File: src/sv/affine_vertex_transform_defines.svh
// assertion helpers used by the vertex transform top module
`ifndef AFFINE_VERTEX_TRANSFORM_DEFINES_SVH
`define AFFINE_VERTEX_TRANSFORM_DEFINES_SVH

// same-cycle implication, checked outside reset
`define AVT_ASSERT_IMPL(label, clock, resetn, ante, cons) \
    label: assert property (@(posedge clock) disable iff (!resetn) (ante) |-> (cons)) \
        else $error("vertex transform check failed");

// next-cycle implication, checked outside reset
`define AVT_ASSERT_NEXT(label, clock, resetn, ante, cons) \
    label: assert property (@(posedge clock) disable iff (!resetn) (ante) |=> (cons)) \
        else $error("vertex transform check failed");

`endif

File: src/sv/avt_pkg.sv
`default_nettype none

package avt_pkg;

    localparam int FRAC_BITS_DEF = 16;
    localparam int CFG_W         = 64;
    localparam int COORD_W       = 32;
    localparam int PROD_W        = 2 * COORD_W;
    localparam int SUM_W         = PROD_W + 2;
    localparam int TOTAL_W       = SUM_W + 1;
    localparam int CFG_IDX_W     = 3;
    localparam int STAGES        = 3;

    localparam logic [CFG_IDX_W-1:0] REG_X_LOW  = 3'd0;
    localparam logic [CFG_IDX_W-1:0] REG_X_HIGH = 3'd1;
    localparam logic [CFG_IDX_W-1:0] REG_Y_LOW  = 3'd2;
    localparam logic [CFG_IDX_W-1:0] REG_Y_HIGH = 3'd3;
    localparam logic [CFG_IDX_W-1:0] REG_Z_LOW  = 3'd4;
    localparam logic [CFG_IDX_W-1:0] REG_Z_HIGH = 3'd5;

    typedef struct packed {
        logic signed [COORD_W-1:0] px;
        logic signed [COORD_W-1:0] py;
        logic signed [COORD_W-1:0] pz;
        logic                      is_vector;
    } vertex_in_t;

    typedef struct packed {
        logic signed [COORD_W-1:0] qx;
        logic signed [COORD_W-1:0] qy;
        logic signed [COORD_W-1:0] qz;
    } vertex_out_t;

    // one matrix column: weights for x, y, z and the translation term
    typedef struct packed {
        logic signed [COORD_W-1:0] mx;
        logic signed [COORD_W-1:0] my;
        logic signed [COORD_W-1:0] mz;
        logic signed [COORD_W-1:0] trans;
    } column_t;

    typedef struct packed {
        column_t col_x;
        column_t col_y;
        column_t col_z;
    } matrix_t;

endpackage

`default_nettype wire

File: src/sv/avt_cfg_regs.sv
`default_nettype none

module avt_cfg_regs #(
    parameter int FRAC_BITS = avt_pkg::FRAC_BITS_DEF
) (
    input  wire logic                          clk,
    input  wire logic                          rst_n,
    input  wire logic                          cfg_we,
    input  wire logic [avt_pkg::CFG_IDX_W-1:0] cfg_index,
    input  wire logic [avt_pkg::CFG_W-1:0]     cfg_data,
    output avt_pkg::matrix_t                   matrix
);
    import avt_pkg::*;

    localparam logic [CFG_W-1:0] ONE_FX = CFG_W'(1) << FRAC_BITS;

    logic [CFG_W-1:0] x_low_reg,  x_low_next;
    logic [CFG_W-1:0] x_high_reg, x_high_next;
    logic [CFG_W-1:0] y_low_reg,  y_low_next;
    logic [CFG_W-1:0] y_high_reg, y_high_next;
    logic [CFG_W-1:0] z_low_reg,  z_low_next;
    logic [CFG_W-1:0] z_high_reg, z_high_next;

    always_comb
    begin
        x_low_next  = x_low_reg;
        x_high_next = x_high_reg;
        y_low_next  = y_low_reg;
        y_high_next = y_high_reg;
        z_low_next  = z_low_reg;
        z_high_next = z_high_reg;
        if (cfg_we)
        begin
            unique case (cfg_index)
                REG_X_LOW:  x_low_next  = cfg_data;
                REG_X_HIGH: x_high_next = cfg_data;
                REG_Y_LOW:  y_low_next  = cfg_data;
                REG_Y_HIGH: y_high_next = cfg_data;
                REG_Z_LOW:  z_low_next  = cfg_data;
                REG_Z_HIGH: z_high_next = cfg_data;
                default:    ;
            endcase
        end
    end

    // reset to the identity matrix
    always_ff @(posedge clk or negedge rst_n)
    begin
        if (!rst_n)
        begin
            x_low_reg  <= ONE_FX;
            x_high_reg <= '0;
            y_low_reg  <= ONE_FX << COORD_W;
            y_high_reg <= '0;
            z_low_reg  <= '0;
            z_high_reg <= ONE_FX;
        end
        else
        begin
            x_low_reg  <= x_low_next;
            x_high_reg <= x_high_next;
            y_low_reg  <= y_low_next;
            y_high_reg <= y_high_next;
            z_low_reg  <= z_low_next;
            z_high_reg <= z_high_next;
        end
    end

    assign matrix.col_x = {x_low_reg[COORD_W-1:0], x_low_reg[CFG_W-1:COORD_W],
                           x_high_reg[COORD_W-1:0], x_high_reg[CFG_W-1:COORD_W]};
    assign matrix.col_y = {y_low_reg[COORD_W-1:0], y_low_reg[CFG_W-1:COORD_W],
                           y_high_reg[COORD_W-1:0], y_high_reg[CFG_W-1:COORD_W]};
    assign matrix.col_z = {z_low_reg[COORD_W-1:0], z_low_reg[CFG_W-1:COORD_W],
                           z_high_reg[COORD_W-1:0], z_high_reg[CFG_W-1:COORD_W]};

endmodule

`default_nettype wire

File: config.mk
export PLATFORM = sky130hd
export DESIGN_NAME = avt_cfg_regs
export DESIGN_NICKNAME = d
export VERILOG_FILES = /design/src/sv/affine_vertex_transform_defines.svh /design/src/sv/avt_pkg.sv /design/src/sv/avt_cfg_regs.sv
export SDC_FILE = /design/constraint.sdc
export NUM_CORES = 1
export LEC_CHECK = 0
export ABC_AREA = 1
export BUFFER_PORTS_ARGS = -buffer_cell sky130_fd_sc_hd__buf_4
export CAP_MARGIN = 0
export CELL_PAD_IN_SITES_DETAIL_PLACEMENT = 0
export CELL_PAD_IN_SITES_GLOBAL_PLACEMENT = 2
export CORE_MARGIN = 4
export CORE_UTILIZATION = 30
export CTS_BUF_LIST = sky130_fd_sc_hd__clkbuf_4 sky130_fd_sc_hd__clkbuf_8
export DETAILED_ROUTE_END_ITERATION = 6
export MAX_ROUTING_LAYER = met4
export PLACE_DENSITY_LB_ADDON = 0.1
export SLEW_MARGIN = 30
export SYNTH_ARGS = -nofsm -noshare
export SYNTH_HDL_FRONTEND = slang
export SYNTH_SLANG_ARGS = --single-unit
File: constraint.sdc
create_clock -name clk -period 0.9 [get_ports clk]
set_input_delay 0.18 -clock clk [delete_from_list [all_inputs] [get_ports clk]]
set_output_delay 0.18 -clock clk [all_outputs]
set_load 0.05 [all_outputs]
==> reports/results.ini <==
[worst_setup_path]
crit_buf_inv=1
path_depth=1
startpoint_type=flop
worst_setup_path_end_kind=primary output
path_delay_family=flip-flops
crit_required_ps=720
reg2reg_slack_ps=50
worstPathArrival_ps=1330
crit_chain=buf_8
critical_path.startpoint=y_low_reg[48]
cp_slowest_cell=dfstp_2
endpoint_of_the_worst_register_to_register_path=y_high_reg[59]
timing.setup.critical_path_class=flop to primary output
endpoint=matrix[208]
cp_max_fo=2
r2r_start=y_high_reg[59]
timing.reg2reg.worst_path_depth=4
critPathMaxStageDelay_ps=550

[synthesis]
syn_area_per_cell_sq_um=8.94
synth.most_common_cell=nand2_1
synth-async-reset-ratio_pct=100
synth_largest_area_cell=dfrtp_1
synth.ff_latch_count=384
synth_top_flop_cell=dfrtp_1
yosys-top-cells-area=dfrtp_1, nand2_1, nand3_1, buf_2, clkbuf_1
synth_cells=1662
synth_nets=1732
synth_commonest_cells=nand2_1, dfrtp_1, nand3_1
synth.cell_area_sq_mm=0.0149
synth_cell_types=12
count_of_flip_flops_with_a_built_in_enable_after_synthesis=0
synth-warning-count=0
sequential_element_share_of_the_synthesized_area_pct=64.7
portion_of_synthesized_cell_area_occupied_by_the_leading_cell_type_pct=64.2

[global_routing]
grt_pass1_vias=14400
antenna_found_initial=2
grt_max_degree=49
grt_use_met2_pct=38.1
grt_pass1_wl_um=94900
remaining_global_route_overflow=0
groute.layer.met3.usage_pct=6.56
grt_busiest_layer=met2
grt.total_usage_pct=24.3
grtUsageMet1_pct=31.1

[timing]
worst_slew_pin_slew_ps=282
setup_violation_total_in_the_final_timing_report=384
hold_slack_ps=78.9
finalMaxSlewViolations=0
layout_setup_ws_ps=-612
finalHoldViolCount=0
max-slew-margin-rel_pct=81.2
max_freq_mhz=661
timing.setup.tns_ps=-176180
setup_repair_after_global_routing_missed_its_margin=yes
period_needed_ps=1510
fin_skew_ps=0
post-route-period-util_pct=168

[floorplan]
die_ht_um=231
fp.dieW_um=231
area_enclosed_by_the_die_boundary_sq_mm=0.0531
cell_row_count=81
start_util_pct=30.3
pin_count=454
floorplan.core_area_sq_mm=0.0490

[final_layout]
layout_area_growth_over_synthesis_pct=67.6
multi_input_area_sq_mm=0.00478
layout_cell_area_excl_fill_sq_mm=0.0249
final_nets=2478
final-instance-count-excl-fill=3124
finalCoreUtilization_pct=50.9
drive_gt1_share_pct=34.6
sequential_cell_area_sq_mm=0.00961
num-fill-cells=4694

[placement]
dp_hpwl_um=43000
gp_routability_congestion=0.785
buffer_ports.inserted=453
dpl-instance-area_sq_mm=0.0200
placed_cells=2764

[routing]
drt-pass1-iter-count=6
detail_route.iter0.violations=1060
wirelength_um=63600
dr_total_vias=14200
drt.antenna.violating_nets=0
vias_per_cell=4.54
route.detailed.drc=0
avgRoutedWirePerCell_um=20.4

[clock_tree]
ctsRootBufferMaster=clkbuf_8
ctsLongestPathBuffers=3
clock_insertion_delay_worst_skew_ps=620
h-tree-depth=3
cts_sinks=384
cts_tree=done
path_clk_slew_ps=50
cts-buffers-inserted=71

[pwr]
cellPowerDensity_mw_per_mm2=2750
total_leakage_power_uw=0.0134
worst_ir_drop_vdd_v=0.00130

[worst_hold_path]
hp-class=input port to flop

[run]
drv_cap=0

[status]
failed_checks=setup timing
run_status=finished, violations left

## layout by cell type (no fill, tap or decap), drive strengths merged
master       synthesis  routed
dlygate4sd3          0      67
dfstp                3       3
clkbuf              44     118
clkinv               0       1
nor2                 6       6
inv                  6       6
diode                0       2
dfrtp              381     381
buf                 60     710
clkinvlp             0       3
nand3              256     256
nand2              906     906
bufinv               0       1
## through the flow
step                worst slack (ps)  power (uW)
floorplan                      -34.4       37000
global placement                -369       46100
detailed placement              -381       46200
CTS                             -684       68300
global route                    -679       71700
finish                          -612       68600
## power by group
part           total [uW]  switching (uW)  internal [uW]
registers           23200            2640          20600
logic               27500           17500          10000
clock network       17800            7450          10400
## timing repair
action,in CTS,in global routing
hold buffers,67,0
endpoints found under the setup margin,384,384
pin swaps,0,0
gates cloned,0,0
resized for setup,388,1
hold endpoints to repair,768,0
buffers inserted,85,83
## routing by layer
layer / vias to the layer above / wire [um]
met5: - / 0
met4: 0 / 1610
met3: 91 / 4470
met2: 437 / 30500
met1: 6926 / 27100
li1: 6722 / -
## logic make-up after synthesis
logic type / count (synthesis) / synth area share [%]
buffers and inverters: 110 / 3.50
DFF: 384 / 64.7
and+or+nand+nor: 1168 / 31.8
## how the worst min path moves through the flow
stage	from	end	slack (ps)	cells past startpoint
final	cfg_index[1]	z_low_reg[41]	80	5
after floorplan	rst_n	x_high_reg[0]	-120	0
after global placement	rst_n	x_high_reg[50]	20	1
after CTS	cfg_index[1]	z_low_reg[23]	10	5
after global routing	cfg_index[0]	y_low_reg[27]	50	5
after detailed placement	rst_n	x_high_reg[50]	20	1
## area by class of cell
type                            count  share of cell area [%]
Antenna cell                        2                  0.0201
Sequential cell                   384                    38.6
Inverter                            6                  0.0905
Clock buffer                      118                    5.82
Multi-Input combinational cell   1168                    19.2
Timing Repair Buffer              777                    32.7
Clock inverter                      5                   0.231
Tap cell                          664                    3.34
No activity file was read; power rests on OpenSTA's default activity.
